### config.mk
export PLATFORM = sky130hd
export DESIGN_NAME = sha256_byte_stream_hasher
export DESIGN_NICKNAME = d
export VERILOG_FILES = /design/src/rtl/sha256_pkg.sv /design/src/rtl/sha256_byte_stream_hasher.sv /design/src/rtl/sha256_dp.sv /design/src/rtl/sha256_ctrl.sv
export SDC_FILE = /design/constraint.sdc
export NUM_CORES = 2
export LEC_CHECK = 0
export BUFFER_PORTS_ARGS = -buffer_cell sky130_fd_sc_hd__buf_2
export CAP_MARGIN = 15
export CORE_ASPECT_RATIO = 1.5
export CORE_MARGIN = 3
export CORE_UTILIZATION = 45
export DETAILED_ROUTE_END_ITERATION = 10
export GPL_TIMING_DRIVEN = 0
export PLACE_DENSITY_LB_ADDON = 0.15
export SLEW_MARGIN = 20
export SYNTH_ARGS = -nofsm -noshare
export SYNTH_HDL_FRONTEND = slang
export SYNTH_SLANG_ARGS = --single-unit
### constraint.sdc
create_clock -name clk_i -period 15.1 [get_ports clk_i]
set_input_delay 0.755 -clock clk_i [delete_from_list [all_inputs] [get_ports clk_i]]
set_output_delay 0.755 -clock clk_i [all_outputs]
set_load 0.1 [all_outputs]
### src/rtl/sha256_pkg.sv
// ----------------------------------------------------------------------------
// SHA-256 package
// Round constants, initial hash words and shared control types.
// ----------------------------------------------------------------------------
`default_nettype none

package sha256_pkg;

  localparam int unsigned WordW  = 32;
  localparam int unsigned CountW = 61;

  localparam logic [7:0] PadByte = 8'h80;
  localparam logic [5:0] LenPos  = 6'd56;

  typedef logic [WordW-1:0] word_t;

  typedef struct packed {
    logic       put;       // write byte into block buffer
    logic [5:0] pos;       // byte position
    logic [7:0] byte_val;  // byte value
    logic       put_len;   // write bit length into words 14 and 15
    logic       start;     // load working vars from chaining value
    logic       round;     // perform one round
    logic       finish;    // add working vars into chaining value
    logic       init;      // reload initial hash words, clear count
    logic       cnt_inc;   // advance byte count
  } sha_cmd_t;

  typedef struct packed {
    logic [CountW-1:0] count;
    logic              round_last;
  } sha_sts_t;

  function automatic word_t round_k(input logic [5:0] t);
    word_t k;
    unique case (t)
      6'd0: k = 32'h428a2f98;  6'd1: k = 32'h71374491;  6'd2: k = 32'hb5c0fbcf;
      6'd3: k = 32'he9b5dba5;  6'd4: k = 32'h3956c25b;  6'd5: k = 32'h59f111f1;
      6'd6: k = 32'h923f82a4;  6'd7: k = 32'hab1c5ed5;  6'd8: k = 32'hd807aa98;
      6'd9: k = 32'h12835b01;  6'd10: k = 32'h243185be; 6'd11: k = 32'h550c7dc3;
      6'd12: k = 32'h72be5d74; 6'd13: k = 32'h80deb1fe; 6'd14: k = 32'h9bdc06a7;
      6'd15: k = 32'hc19bf174; 6'd16: k = 32'he49b69c1; 6'd17: k = 32'hefbe4786;
      6'd18: k = 32'h0fc19dc6; 6'd19: k = 32'h240ca1cc; 6'd20: k = 32'h2de92c6f;
      6'd21: k = 32'h4a7484aa; 6'd22: k = 32'h5cb0a9dc; 6'd23: k = 32'h76f988da;
      6'd24: k = 32'h983e5152; 6'd25: k = 32'ha831c66d; 6'd26: k = 32'hb00327c8;
      6'd27: k = 32'hbf597fc7; 6'd28: k = 32'hc6e00bf3; 6'd29: k = 32'hd5a79147;
      6'd30: k = 32'h06ca6351; 6'd31: k = 32'h14292967; 6'd32: k = 32'h27b70a85;
      6'd33: k = 32'h2e1b2138; 6'd34: k = 32'h4d2c6dfc; 6'd35: k = 32'h53380d13;
      6'd36: k = 32'h650a7354; 6'd37: k = 32'h766a0abb; 6'd38: k = 32'h81c2c92e;
      6'd39: k = 32'h92722c85; 6'd40: k = 32'ha2bfe8a1; 6'd41: k = 32'ha81a664b;
      6'd42: k = 32'hc24b8b70; 6'd43: k = 32'hc76c51a3; 6'd44: k = 32'hd192e819;
      6'd45: k = 32'hd6990624; 6'd46: k = 32'hf40e3585; 6'd47: k = 32'h106aa070;
      6'd48: k = 32'h19a4c116; 6'd49: k = 32'h1e376c08; 6'd50: k = 32'h2748774c;
      6'd51: k = 32'h34b0bcb5; 6'd52: k = 32'h391c0cb3; 6'd53: k = 32'h4ed8aa4a;
      6'd54: k = 32'h5b9cca4f; 6'd55: k = 32'h682e6ff3; 6'd56: k = 32'h748f82ee;
      6'd57: k = 32'h78a5636f; 6'd58: k = 32'h84c87814; 6'd59: k = 32'h8cc70208;
      6'd60: k = 32'h90befffa; 6'd61: k = 32'ha4506ceb; 6'd62: k = 32'hbef9a3f7;
      default: k = 32'hc67178f2;
    endcase
    return k;
  endfunction

  function automatic word_t init_h(input logic [2:0] i);
    word_t h;
    unique case (i)
      3'd0: h = 32'h6a09e667; 3'd1: h = 32'hbb67ae85;
      3'd2: h = 32'h3c6ef372; 3'd3: h = 32'ha54ff53a;
      3'd4: h = 32'h510e527f; 3'd5: h = 32'h9b05688c;
      3'd6: h = 32'h1f83d9ab; default: h = 32'h5be0cd19;
    endcase
    return h;
  endfunction

endpackage

`default_nettype wire

### src/rtl/sha256_byte_stream_hasher.sv
// ----------------------------------------------------------------------------
// SHA-256 byte stream hasher
// Hashes one byte-stream message per run and emits eight digest words.
// ----------------------------------------------------------------------------
// Throughput: one byte per cycle while idle; every 64th byte holds off input
// for a compression (start, rounds, finish). Last item: padding, one or two
// compressions, then eight digest words, one per cycle while tready is high.
// Reset: asynchronous, active low; returns to idle with initial hash words.
`default_nettype none

module sha256_byte_stream_hasher
  import sha256_pkg::*;
(
  input  wire logic        clk_i,
  input  wire logic        rst_ni,
  input  wire logic        s_axis_tvalid_i,
  output logic             s_axis_tready_o,
  input  wire logic [7:0]  s_axis_tdata_i,   // data_byte
  input  wire logic        s_axis_tlast_i,   // is_last
  input  wire logic        s_axis_tuser_i,   // no_data
  output logic             m_axis_tvalid_o,
  input  wire logic        m_axis_tready_i,
  output logic [39:0]      m_axis_tdata_o,   // digest_word[31:0], word_index[34:32], 0
  output logic             m_axis_tlast_o    // last_word
);

  sha_cmd_t    cmd;
  sha_sts_t    sts;
  word_t [7:0] hash;
  logic [2:0]  idx;

  sha256_ctrl u_ctrl (
    .clk_i, .rst_ni,
    .in_valid_i  (s_axis_tvalid_i),
    .in_ready_o  (s_axis_tready_o),
    .in_byte_i   (s_axis_tdata_i),
    .in_last_i   (s_axis_tlast_i),
    .in_none_i   (s_axis_tuser_i),
    .out_valid_o (m_axis_tvalid_o),
    .out_ready_i (m_axis_tready_i),
    .out_idx_o   (idx),
    .cmd_o       (cmd),
    .sts_i       (sts)
  );

  sha256_dp u_dp (
    .clk_i, .rst_ni,
    .cmd_i  (cmd),
    .sts_o  (sts),
    .hash_o (hash)
  );

  assign m_axis_tdata_o = {5'd0, idx, hash[idx]};
  assign m_axis_tlast_o = (idx == 3'd7);

endmodule

`default_nettype wire

### src/rtl/sha256_dp.sv
// ----------------------------------------------------------------------------
// SHA-256 datapath
// Block buffer, message schedule, working variables, chaining value, count.
// ----------------------------------------------------------------------------
`default_nettype none

module sha256_dp
  import sha256_pkg::*;
(
  input  wire logic     clk_i,
  input  wire logic     rst_ni,
  input  sha_cmd_t      cmd_i,
  output sha_sts_t      sts_o,
  output word_t [7:0]   hash_o
);

  word_t [15:0]      w_q;
  word_t [7:0]       v_q;
  word_t [7:0]       h_q;
  logic [5:0]        t_q;
  logic [CountW-1:0] cnt_q;

  word_t x15, x2, s0, s1, wt, wn, e, a, t1, t2;
  logic [63:0] bits;

  function automatic word_t ror(input word_t x, input int unsigned n);
    return (x >> n) | (x << (WordW - n));
  endfunction

  always_comb begin
    x15 = w_q[1];
    x2  = w_q[14];
    s0  = ror(x15, 7) ^ ror(x15, 18) ^ (x15 >> 3);
    s1  = ror(x2, 17) ^ ror(x2, 19) ^ (x2 >> 10);
    wn  = w_q[0] + s0 + w_q[9] + s1;
    wt  = (t_q < 6'd16) ? w_q[0] : wn;
    e   = v_q[4];
    a   = v_q[0];
    t1  = v_q[7] + (ror(e, 6) ^ ror(e, 11) ^ ror(e, 25)) +
          ((e & v_q[5]) ^ (~e & v_q[6])) + round_k(t_q) + wt;
    t2  = (ror(a, 2) ^ ror(a, 13) ^ ror(a, 22)) +
          ((a & v_q[1]) ^ (a & v_q[2]) ^ (v_q[1] & v_q[2]));
    bits = {cnt_q, 3'b000};
  end

  // schedule window rotates: w_q[0] holds the word of rounds 0-15; later words are computed from the window
  always_ff @(posedge clk_i) begin
    if (cmd_i.put) begin
      w_q[cmd_i.pos[5:2]][8*(3-cmd_i.pos[1:0]) +: 8] <= cmd_i.byte_val;
    end else if (cmd_i.put_len) begin
      w_q[14] <= bits[63:32];
      w_q[15] <= bits[31:0];
    end else if (cmd_i.round) begin
      for (int i = 0; i < 15; i++) w_q[i] <= w_q[i+1];
      w_q[15] <= wt;
      v_q[7] <= v_q[6];
      v_q[6] <= v_q[5];
      v_q[5] <= v_q[4];
      v_q[4] <= v_q[3] + t1;
      v_q[3] <= v_q[2];
      v_q[2] <= v_q[1];
      v_q[1] <= v_q[0];
      v_q[0] <= t1 + t2;
    end else if (cmd_i.start) begin
      v_q <= h_q;
    end
  end

  always_ff @(posedge clk_i or negedge rst_ni) begin
    if (!rst_ni) begin
      for (int i = 0; i < 8; i++) h_q[i] <= init_h(3'(i));
      t_q   <= '0;
      cnt_q <= '0;
    end else begin
      if (cmd_i.round) t_q <= t_q + 6'd1;
      if (cmd_i.cnt_inc) cnt_q <= cnt_q + 1'b1;
      if (cmd_i.finish) begin
        for (int i = 0; i < 8; i++) h_q[i] <= h_q[i] + v_q[i];
      end
      if (cmd_i.init) begin
        for (int i = 0; i < 8; i++) h_q[i] <= init_h(3'(i));
        cnt_q <= '0;
      end
    end
  end

  assign sts_o.count      = cnt_q;
  assign sts_o.round_last = (t_q == 6'd63);
  assign hash_o           = h_q;

endmodule

`default_nettype wire

### src/rtl/sha256_ctrl.sv
// ----------------------------------------------------------------------------
// SHA-256 controller
// Sequences byte intake, padding, compression and digest output.
// ----------------------------------------------------------------------------
`default_nettype none

module sha256_ctrl
  import sha256_pkg::*;
(
  input  wire logic   clk_i,
  input  wire logic   rst_ni,
  input  wire logic   in_valid_i,
  output logic        in_ready_o,
  input  wire logic [7:0] in_byte_i,
  input  wire logic   in_last_i,
  input  wire logic   in_none_i,
  output logic        out_valid_o,
  input  wire logic   out_ready_i,
  output logic [2:0]  out_idx_o,
  output sha_cmd_t    cmd_o,
  input  sha_sts_t    sts_i
);

  typedef enum logic [2:0] {
    StIdle, StStart, StRound, StFinish, StPad, StLen, StOut
  } state_e;

  state_e     state_q;
  logic       pad_q;      // padding phase active
  logic       two_q;      // length needs an extra block
  logic [5:0] pos_q;
  logic [2:0] idx_q;
  logic       acc;
  logic [5:0] cpos;

  assign cpos        = sts_i.count[5:0];
  assign in_ready_o  = (state_q == StIdle);
  assign acc         = in_valid_i && in_ready_o;
  assign out_valid_o = (state_q == StOut);
  assign out_idx_o   = idx_q;

  always_comb begin
    cmd_o = '0;
    unique case (state_q)
      StIdle: begin
        cmd_o.pos      = cpos;
        cmd_o.byte_val = in_byte_i;
        cmd_o.put      = acc && !in_none_i;
        cmd_o.cnt_inc  = acc && !in_none_i;
      end
      StStart:  cmd_o.start  = 1'b1;
      StRound:  cmd_o.round  = 1'b1;
      StFinish: cmd_o.finish = 1'b1;
      StPad: begin
        cmd_o.put      = 1'b1;
        cmd_o.pos      = pos_q;
        cmd_o.byte_val = (pos_q == cpos && !two_q) ? PadByte : 8'h00;
      end
      StLen:    cmd_o.put_len = 1'b1;
      StOut:    cmd_o.init    = out_ready_i && (idx_q == 3'd7);
      default: ;
    endcase
  end

  // two_q: 0 = 0x80 goes into this block, 1 = written in earlier block
  always_ff @(posedge clk_i or negedge rst_ni) begin
    if (!rst_ni) begin
      state_q <= StIdle;
      pad_q   <= 1'b0;
      two_q   <= 1'b0;
      pos_q   <= '0;
      idx_q   <= '0;
    end else begin
      unique case (state_q)
        StIdle: if (acc) begin
          pad_q <= in_last_i;
          two_q <= 1'b0;
          pos_q <= in_none_i ? cpos : cpos + 6'd1;
          if (!in_none_i && cpos == 6'd63) begin
            state_q <= StStart;
          end else if (in_last_i) begin
            state_q <= StPad;
          end
        end
        StStart: state_q <= StRound;
        StRound: if (sts_i.round_last) state_q <= StFinish;
        StFinish: begin
          if (!pad_q) state_q <= StIdle;
          else if (pos_q == LenPos && two_q == 1'b0 && cpos != 6'd0) state_q <= StOut;
          else if (pos_q == LenPos) begin
            state_q <= StOut;
          end else begin
            state_q <= StPad;
          end
          idx_q <= '0;
        end
        StPad: begin
          pos_q <= pos_q + 6'd1;
          if (pos_q == 6'd63) begin
            two_q   <= 1'b1;
            state_q <= StStart;
          end else if (pos_q == LenPos - 6'd1 &&
                       (two_q || pos_q != cpos || 1'b1) &&
                       (two_q || cpos < LenPos)) begin
            state_q <= StLen;
          end
        end
        StLen: begin
          pos_q   <= LenPos;
          state_q <= StStart;
        end
        StOut: if (out_ready_i) begin
          idx_q <= idx_q + 3'd1;
          if (idx_q == 3'd7) begin
            state_q <= StIdle;
            pad_q   <= 1'b0;
          end
        end
        default: state_q <= StIdle;
      endcase
    end
  end

endmodule

`default_nettype wire

==> flow_summary.toml <==
[setup_path]
worstReg2RegStart = "u_dp.t_q[1]"
cpPeakStageDelay_ps = 680
cp.required_ps = 15730
setup.worst_path.end_class = "flip-flop"
critical_path_slowest_stage_cell = "clkinv_1"
rr_worst_depth = 38
setup.worst_path.class = "flip-flop to flip-flop"
crit_path_max_fanout = 13
crit_path_start_kind = "flip-flop"
crit_path_start = "u_dp.t_q[1]"
worstPathArrival_ps = 13110

[timing]
hold_viol = 0
finalSetupViolations = 0
achievable-frequency_mhz = 80.2
clock_skew_ps = 56.0
period_share = 0.826
final_period_minus_worst_setup_slack_ps = 12470
layout_setup_ws_ps = 2630
report.final.slew_viol_count = 0
grt_setup_unrepaired = "false"
timing.slew.headroom = 0.121
worst-slew-pin-transition_ps = 1310

[drt]
avgRoutedWirePerCell_um = 32.5
antenna_violating_nets_post_route = 0
dr_vias = 64300
routed_wirelength_um = 341000
remaining_drc_errors = 0
drtPass1Iterations = 8
detail_route.vias_per_cell = 6.13
detail_route.iter0.violations = 5667

[synth]
synth.distinct_cells = 109
synth.yosys.warnings = 0
ys_async_sr_fraction = 0.305
synth_top_flop_cell = "edfxtp_1"
postSynthAreaPerCell_um2 = 9.58
yosys_register_bits = 1105
post-synth-top-area-cell = "edfxtp_1"
synth_seq_area_share = 0.417
leading_post_synthesis_cells_by_cell_area = "edfxtp_1 30%, nand2_1 6.9%, dfrtp_1 6.6%, ha_1 6.6%, o21ai_0 5.2%"
synth_top_cell_area_share = 0.303
syn_area_um2 = 76000
synthesis.instances = 7938
synth_enable_flop_cells = 768

[floorplan]
die-width_um = 342
initial_core_util = 0.453
die_area_um2 = 174000
standard_cell_rows = 184
die_height_um = 509
placeable_core_region_um2 = 168000
ios = 57

[layout]
post_route_cells_drive_above_1_share = 0.0834
final-seq-area_um2 = 31700
area_of_the_multi_input_gates_um2 = 41400
design.final.nets = 8751
layout.filler_cells = 15800
areaGrowthSynthToFinish_pct = 10.3

[clock_network]
post_cts.resized_instances = 0
cts_hold_repair.buffers = 1
cts-buffers-inserted = 117
cts.sink_count = 1105
cts_setup_buffers = 0
htree_levels = 3
cts_buffer_depth = 3
clock_slew_at_reported_path_ffs_ps = 70
clock_tree_from_tritoncts = "done"
clkLatencyLatePin_ps = 820
cts.root.buffer_cell = "clkbuf_16"

[place]
pre_cts_ws_ps = 2800
numPortBuffers = 51
last_weighted_congestion_value_of_the_routability_driven_placer = 1.04
hpwl_um = 276000

[hold_path]
worst_hold_path_type = "input port to flip-flop"
hp-start = "s_axis_tlast_i"
hold-path-cell-count = 3

[global_routing]
grt_start_max_net_pins = 84
antenna_violations_before_repair = 14
vias_in_the_first_global_route = 66700
grt_first_pass_wirelength_um = 474000
global_route.usage.total = 0.388
grt_overflow = 0

[flow_run]
timing.max_cap.violations = 0

[status]
run_status = "finished, final reports clean"
==> cells by family after synthesis <==
group,count (synthesis),synth area share
simple gates,2482,0.140
flops,1105,0.417
compound gates,2114,0.172
xor+xnor,639,0.0736
mux,196,0.0379
other cells,1,0.0000493
fa+ha+maj,614,0.120
buf+inv,787,0.0392
==> cell usage in the layout, fill, tap and decap left out, drive strengths merged, types with 45 or more instances in the layout <==
master	count
and3	52
o21a	52
mux2i	91
nand2b	59
fa	195
nor2	415
xor2	262
clkbuf	555
edfxtp	768
a21oi	493
a22o	92
mux4	70
ha	401
a21o	190
nand2	1408
a211oi	46
o22ai	69
nand3	203
dfstp	136
dfrtp	201
xnor2	377
nor2b	45
o21ai	835
buf	122
inv	351
nor3	107
==> through the flow <==
stage / instances / cell area, um^2 / hold WS, ps / setup TNS [ps] / utilization
finish: 10500 / 83800 / 253 / 0 / 0.500
global route: 10500 / 83800 / 232 / 0 / 0.499
CTS: 10500 / 83800 / 203 / 0 / 0.499
detailed placement: 10300 / 79800 / 506 / 0 / 0.475
global placement: 10200 / 79100 / 498 / -1357920 / 0.471
floorplan: 7942 / 76000 / 457 / 0 / -
==> area by class of cell <==
| cell class | instances | area share |
|---|---|---|
| antenna | 15 | 0.000448 |
| buffer | 436 | 0.0207 |
| timing repair buffer | 80 | 0.0109 |
| inverter | 351 | 0.0157 |
| clock inverter | 57 | 0.00837 |
| clock buffer | 162 | 0.0391 |
| multi-input combinational | 6050 | 0.494 |
| tap | 2232 | 0.0333 |
| sequential | 1105 | 0.378 |
==> flip-flops by register name, indices dropped and copies added (netlist names), 6 cells and up <==
name          flops
u_dp.w_q        448
u_dp.hash_o     256
u_dp.v_q        192
u_dp.cnt_q       61
u_dp.a           32
u_dp.e           32
u_dp.x15         32
u_dp.x2          32
u_ctrl.pos_q      6
u_dp.t_q          6
==> routing by layer <==
metal  vias up  wire length, um  global-route usage
li1      28600                -                   -
met3      1355            20200              0.0642
met4         4            51900               0.480
met1     31500           101000               0.345
met5         -               31                   0
met2      2892           168000               0.678
==> cell usage after synthesis (all sizes together) (190+ instances only) <==
cell type	number
fa	195
a21o	190
nand2	1408
edfxtp	768
dfrtp	201
xor2	262
a21oi	493
xnor2	377
nor2	415
nand3	203
inv	347
o21ai	835
ha	401
clkbuf	393
==> worst max-delay path, delay by kind of cell, from the launching register on <==
family	cells	cell delay, ps
adder cells (fa/ha/maj)	7	3120
XOR/XNOR	2	390
flip-flops	1	580
AND/OR/NAND/NOR	5	1740
buffers and inverters	4	1750
AO/OA/AOI/OAI	20	4720
==> final timing paths <==
check,to,slack (ps)
worst max register to register,u_dp.e[30],2630
max in group asynchronous,u_dp.hash_o[193],13110
worst min-delay path,u_ctrl.pad_q,250
min in group asynchronous,u_dp.hash_o[62],440
worst max-delay path,u_dp.e[30],2630
worst min register to register,u_dp.w_q[239],510
Power is left out: the tool's default activity adds up to more than one toggle a clock period on the data nets, which glitch-free logic cannot reach.
